[config.mk]
export PLATFORM = sky130hd
export DESIGN_NAME = sptfk_cmd_queue
export DESIGN_NICKNAME = d
export VERILOG_FILES = /design/src/hdl/sptfk_pkg.sv /design/src/hdl/sptfk_cmd_queue.sv
export VERILOG_INCLUDE_DIRS = /design/src /design/src/hdl
export SDC_FILE = /design/constraint.sdc
export NUM_CORES = 1
export LEC_CHECK = 0
export BUFFER_PORTS_ARGS = -buffer_cell sky130_fd_sc_hd__clkbuf_2
export CAP_MARGIN = 5
export CORE_AREA = 2 2 234 236
export DETAILED_ROUTE_END_ITERATION = 7
export DIE_AREA = 0 0 236 238
export PLACE_DENSITY = 0.67
export SLEW_MARGIN = 20
export SYNTH_ARGS = -nofsm -noshare
export SYNTH_HDL_FRONTEND = slang
export SYNTH_SLANG_ARGS = --single-unit
export TNS_END_PERCENT = 5
[constraint.sdc]
create_clock -name clk_i -period 22 [get_ports clk_i]
set_input_delay 4.4 -clock clk_i [delete_from_list [all_inputs] [get_ports clk_i]]
set_output_delay 4.4 -clock clk_i [all_outputs]
set_load 0.02 [all_outputs]
[src/hdl/assert_macros.svh]
// Assertion macros shared by the RTL files.
`ifndef ASSERT_MACROS_SVH
`define ASSERT_MACROS_SVH
`ifndef SYNTHESIS
`define SPTFK_ASSERT(lbl, prop) lbl: assert property (@(posedge clk_i) disable iff (!rst_ni) \
  prop) else $error("assertion failed");
`define SPTFK_ASSERT_ALWAYS(lbl, prop) lbl: assert property (@(posedge clk_i) prop) \
  else $error("assertion failed");
`else
`define SPTFK_ASSERT(lbl, prop)
`define SPTFK_ASSERT_ALWAYS(lbl, prop)
`endif
`endif

[src/hdl/sptfk_pkg.sv]
// Types, constants and arithmetic helpers of the spin pair table kernel.
package sptfk_pkg;

  localparam int TBL_DEPTH = 1029;
  localparam int TBL_AW = 11;
  localparam logic [TBL_AW-1:0] TBL_DEPTH_A = 11'd1029;
  localparam logic [10:0] RESOLUTION = 11'd1024;
  localparam logic [3:0] MAX_TYPES = 4'd8;

  typedef enum logic [1:0] {OPC_LOAD, OPC_BEGIN, OPC_NEIGH, OPC_FINISH} opcode_e;
  typedef enum logic [1:0] {KIND_NEIGH, KIND_TOTAL, KIND_ERROR} kind_e;
  typedef enum logic [1:0] {REG_CUTOFF, REG_SCALE, REG_PARTNER, REG_RES} reg_e;
  typedef enum logic [2:0] {CMD_LOAD, CMD_BEGIN, CMD_NEIGH, CMD_ERR, CMD_FINISH} cmd_kind_e;

  typedef struct packed {
    logic [1:0]         opcode;
    logic [10:0]        table_addr;
    logic signed [31:0] energy_word;
    logic signed [31:0] slope_word;
    logic signed [31:0] dx;
    logic signed [31:0] dy;
    logic signed [31:0] dz;
    logic signed [31:0] spin_x;
    logic signed [31:0] spin_y;
    logic signed [31:0] spin_z;
    logic [2:0]         neighbor_type;
    logic [15:0]        atom_index;
  } in_item_t;

  typedef struct packed {
    logic [1:0]         result_kind;
    logic [15:0]        target_index;
    logic signed [47:0] field_x;
    logic signed [47:0] field_y;
    logic signed [47:0] field_z;
    logic signed [47:0] force_x;
    logic signed [47:0] force_y;
    logic signed [47:0] force_z;
    logic signed [47:0] energy;
  } out_item_t;

  // Command passed from the front to the back. addr is the load address,
  // or the table index m for a neighbor.
  typedef struct packed {
    cmd_kind_e          kind;
    logic [TBL_AW-1:0]  addr;
    logic [15:0]        t;
    logic [31:0]        ewd;
    logic [31:0]        swd;
    logic [2:0][31:0]   d;
    logic [2:0][31:0]   s;
    logic [15:0]        idx;
  } cmd_t;

  function automatic logic signed [31:0] sat32(input logic signed [63:0] x);
    logic signed [31:0] r;
    if (x > 64'sh7FFF_FFFF) r = 32'sh7FFF_FFFF;
    else if (x < -64'sh8000_0000) r = -32'sh8000_0000;
    else r = 32'(x);
    return r;
  endfunction

  function automatic logic signed [47:0] sat48(input logic signed [63:0] x);
    logic signed [47:0] r;
    if (x > 64'sh7FFF_FFFF_FFFF) r = 48'sh7FFF_FFFF_FFFF;
    else if (x < -64'sh8000_0000_0000) r = -48'sh8000_0000_0000;
    else r = 48'(x);
    return r;
  endfunction

  // Leading cubic coefficient: 3(p1-p2)+p3-p0
  function automatic logic signed [39:0] cub_c3(input logic signed [31:0] p0,
      input logic signed [31:0] p1, input logic signed [31:0] p2,
      input logic signed [31:0] p3);
    logic signed [39:0] r;
    r = 40'sd3 * (40'(p1) - 40'(p2)) + 40'(p3) - 40'(p0);
    return r;
  endfunction

  // 2p0-5p1+4p2-p3
  function automatic logic signed [39:0] cub_c2(input logic signed [31:0] p0,
      input logic signed [31:0] p1, input logic signed [31:0] p2,
      input logic signed [31:0] p3);
    logic signed [39:0] r;
    r = 40'sd2 * 40'(p0) - 40'sd5 * 40'(p1) + 40'sd4 * 40'(p2) - 40'(p3);
    return r;
  endfunction

endpackage

[src/hdl/sptfk_cmd_queue.sv]
// Two-entry command queue between the front and the back.
`include "assert_macros.svh"
module sptfk_cmd_queue (
  input  logic              clk_i,
  input  logic              rst_ni,
  input  logic              wr_i,
  input  sptfk_pkg::cmd_t   cmd_i,
  output logic              full_o,
  input  logic              rd_i,
  output logic              empty_o,
  output sptfk_pkg::cmd_t   cmd_o
);
  sptfk_pkg::cmd_t ent_q [2];
  logic            wptr_q, rptr_q;
  logic [1:0]      cnt_q;
  logic            do_wr, do_rd;

  assign full_o  = (cnt_q == 2'd2);
  assign empty_o = (cnt_q == 2'd0);
  assign do_wr   = wr_i && !full_o;
  assign do_rd   = rd_i && !empty_o;
  assign cmd_o   = ent_q[rptr_q];

  always_ff @(posedge clk_i) begin
    if (do_wr) begin
      ent_q[wptr_q] <= cmd_i;
    end
  end

  always_ff @(posedge clk_i or negedge rst_ni) begin
    if (!rst_ni) begin
      wptr_q <= 1'b0;
      rptr_q <= 1'b0;
      cnt_q  <= 2'd0;
    end else begin
      if (do_wr) wptr_q <= ~wptr_q;
      if (do_rd) rptr_q <= ~rptr_q;
      cnt_q <= cnt_q + 2'(do_wr) - 2'(do_rd);
    end
  end

  `SPTFK_ASSERT(a_cnt_range, cnt_q != 2'd3)
  `SPTFK_ASSERT(a_cnt_step, (do_wr && !do_rd) |=> (cnt_q == $past(cnt_q) + 2'd1))
  `SPTFK_ASSERT(a_ptr_gap, (cnt_q == 2'd1) |-> (wptr_q != rptr_q))
endmodule

After elaboration in Yosys (flattened, before gate mapping)
Memories as Yosys holds them, arrays and structs flattened.
Index checks and enable logic that the tools add are counted.
- register bits after elaboration: 4
- word-level logic and storage cells: 16
- output and inout bits: 304
- memories kept: 1
- RAM bits: 604
- input bits: 306
- memories (name ; words ; width ; rd ports ; clocked after Yosys merged registers in ; wr ports ; line ; source):
    ent_q ; 2 ; 302 ; 1 ; 0 ; 1 ; sptfk_cmd_queue.sv:13 ; sptfk_pkg::cmd_t ent_q [2];
- reduce and logical (&&, ||, !) cells: 5
- mux-type cells: 2
- bitwise logic cells: 2
- add/subtract/negate cells: 2
- eq/ne operators: 1
- operators with widths (cell ; count):
    $add 2x1->2 ; 1
    $eq 2x2->1 const B ; 1
    $logic_and 1x1->1 ; 2
    $logic_not 1->1 ; 2
    $logic_not 2->1 ; 1
    $mux 1 ; 2
    $not 1->1 ; 2
    $sub 2x1->2 ; 1

Depth between registers and ports, before layout
- depth in word-level cells: 5
- mapped depth: 7
- gate-level depth less buffers: 7

Worst setup path before layout
Ideal clock, no wire load.
- path type: input to register
- from: input port wr_i
- to: memory ent_q[0][0] (netlist bit), enable pin
- setup time: 0.971 ns
- stages on the path: 2
- path buffers: 0
- arrival: 16.997 ns
- setup slack: 4.032 ns
- required time: 21.029 ns
- cell sequence: nand2_1 nor2_1
- longest elaborated chain between the ends: 3
- RTL lines (what ; line ; source):
    start, declared ; sptfk_cmd_queue.sv:6 ; input logic wr_i,
    $logic_and 1x1->1 ; sptfk_cmd_queue.sv:20 ; assign do_wr = wr_i && !full_o;
    $mux 1 ; sptfk_cmd_queue.sv:25 ; if (do_wr) begin
    $mux 1 (implied by the code) ; sptfk_cmd_queue.sv:26 ; ent_q[wptr_q] <= cmd_i;
    end, declared ; sptfk_cmd_queue.sv:13 ;
Every way passes these cells.

==> impl_metrics.env <==
export IMPL_power_density_mw_per_mm2=144.3
export IMPL_tns_ns=0
export IMPL_cts_tree="done"
export IMPL_worstHoldPathType="register to register"
export IMPL_leakagePower_nw=11.65
export IMPL_synth_area_per_cell_sq_um=24.13
export IMPL_ant_nets=0
export IMPL_pin_count=610
export IMPL_drt_first_pass_iters=6
export IMPL_synthCells=958
export IMPL_synth_area_sq_mm=0.02312
export IMPL_post_drt_wl_per_cell_um=21.87
export IMPL_maxCapViolCount=0
export IMPL_grt_first_pass_wirelength_um=74330
export IMPL_num_rows=85
export IMPL_first_iter_violations=660
export IMPL_nets=1914
export IMPL_viasPerCell=4.814
export IMPL_place_ws_ns=13.36
export IMPL_status="finished clean"
export IMPL_die_w_um=236
export IMPL_worstPathMaxFanout=60
export IMPL_synth_top_area_share_pct=78.45
export IMPL_finalCritPeriodShare_pct=42.09
export IMPL_place_gp_congestion=0.7977
export IMPL_grt_max_degree=157
export IMPL_cts_sinks=608
export IMPL_fin_cells=2356
export IMPL_hold_ws_ns=0.5157
export IMPL_yosys_area_top_type="edfxtp_1"
export IMPL_core_area_sq_mm=0.05350
export IMPL_fin_skew_ns=0.02246
export IMPL_setup_worst_path_start_class="register"
export IMPL_worstMarginPinSlew_ns=1.050
export IMPL_start_util_pct=43.22
export IMPL_fin_ws_ns=12.74
export IMPL_port_buffers=609
export IMPL_hpwl_um=36700
export IMPL_setup_violations=0
export IMPL_grt_setup_unrepaired="false"
export IMPL_drc=0
export IMPL_die_y_um=238
export IMPL_clock_latency_ns=0.60
export IMPL_synth_area_top_cells="edfxtp_1, mux2_4, mux2_2"
export IMPL_drt_total_wl_um=51520
export IMPL_irDropWorstVdd_v=0.0001495
export IMPL_yosysSeqAreaShare_pct=78.88
export IMPL_numCtsBuffers=60
export IMPL_place_inst=2240
export IMPL_ctsResizeCount=0
export IMPL_vias=11340
export IMPL_finalMaxSlewViolations=0
export IMPL_grt_overflow_total=0
export IMPL_max_slew_margin_pct=30.03
export IMPL_post_cts_repair_setup_buffers=0
export IMPL_critPathArrivalTime_ns=4.86
export IMPL_ys_ff_latch=608
export IMPL_yosysWarnings=0
export IMPL_design_die_area_sq_mm=0.05617
export IMPL_fmax_mhz=108.0
export IMPL_crit_required_ns=17.60
export IMPL_critPathKind="register to output port"
export IMPL_syn_num_nets=1266
export IMPL_end_kind="output port"
export IMPL_synthArstFlopShare_pct=0.6579
export IMPL_antenna_found_initial=6
export IMPL_ctsHoldBuffers=0
export IMPL_ys_flop_type="edfxtp_1"
export IMPL_htree_levels=2
export IMPL_layout_cells_most_common="clkbuf_2"
export IMPL_gr_usage_all_layers_pct=17.75
export IMPL_hold_viol=0
export IMPL_grt_pass1_vias=12000
export IMPL_final_core_util_pct=53.89
export IMPL_final_min_clock_period_ns=9.260
export IMPL_mostFrequentLayoutCells="clkbuf_2, edfxtp_1, mux2_4, clkbuf_16, mux2_2"
export IMPL_path_clk_slew_ns=0.06
export IMPL_clockRootBuffer="clkbuf_16"
export IMPL_area_growth_pct=24.69
export IMPL_cts_path_max_buffers=3
export IMPL_num_fill_cells=4239
export IMPL_ys_types=16
export IMPL_synth_edf_count=604
export IMPL_layout_drive_gt1_share_pct=61.40
power breakdown:
| group | leakage [nW] | internal (mW) | switching [mW] |
|---|---|---|---|
| clock | 1.00 | 0.620 | 0.416 |
| sequential | 5.65 | 1.59 | 0.0909 |
| combinational | 4.99 | 0.605 | 0.841 |
cells in the mapped netlist, types with 2 or more instances:
cell      instances
nor2_1            2
mux2_4          270
inv_1             2
ha_1              2
dfrtp_1           4
buf_8             2
buf_6            29
mux2_2           32
xnor2_1           3
edfxtp_1        604
buf_2             3
worst max-delay path, stage by stage, from the launching register on:
cell,delay (ns)
dfrtp_4,0.99
buf_4,0.92
buf_4,0.81
buf_4,0.88
mux2_4,0.36
clkbuf_2,0.16
cells by family (layout without fill, tap and decap cells):
logic type                 Yosys count  count (layout)  share of synthesized area [%]
DFF                                608             608                          78.88
and+or+nand+nor                      6               6                         0.1299
xor gates and xnor gates             4               4                         0.1516
muxes                              302             302                          19.09
adders and majority gates            2               2                         0.1082
buffers and inverters               36             736                          1.640
other                                0               2                              0
path summary, 6_finish.rpt:
path / startpoint / to / slack [ns] / depth (start not counted)
setup / recovery: rptr_q$_DFFE_PN0P_ / cmd_o[179] / 12.74 / 5
hold / removal: cnt_q[1]$_DFF_PN0_ / cnt_q[1]$_DFF_PN0_ / 0.52 / 1
setup reg to reg: cnt_q[1]$_DFF_PN0_ / ent_q[0][212]$_DFFE_PP_ / 18.56 / 5
hold reg to reg: cnt_q[1]$_DFF_PN0_ / cnt_q[1]$_DFF_PN0_ / 0.52 / 1
max in group asynchronous: rst_ni / rptr_q$_DFFE_PN0P_ / 18.27 / 1
min in group asynchronous: rst_ni / cnt_q[1]$_DFF_PN0_ / 3.59 / 1
metal layers:
layer	up-vias	global-route usage, %	wire length [um]
li1	5143	-	-
met1	5654	19.73	18690
met2	433	31.48	26970
met3	104	6.363	4205
met4	8	6.176	1597
met5	-	0	52
registers in the layout, indices dropped and copies added, names as in the netlist:
register	flops
ent_q	604
wptr_q	1
rptr_q	1
cnt_q	2
layout make-up:
| cell class | instances | area [sq um] | area share [%] |
|---|---|---|---|
| flip-flops and latches | 608 | 18240 | 63.27 |
| multi-input cells | 314 | 4517 | 15.67 |
| repair buffers | 620 | 3143 | 10.90 |
| clock buffers | 72 | 1628 | 5.646 |
| well taps | 696 | 870.8 | 3.021 |
| clock inverters | 42 | 417.9 | 1.450 |
| inverters | 2 | 7.507 | 0.02604 |
| diodes | 2 | 5.005 | 0.01736 |
stage by stage:
stage / power, mW / cell area, sq um
after detailed placement: 3.166 / 26780
final: 4.161 / 28830
after CTS: 4.210 / 28830
after global placement: 3.151 / 26780
after global routing: 4.330 / 28830
after floorplan: 2.862 / 23120
Power figures use the tool's default switching activity.
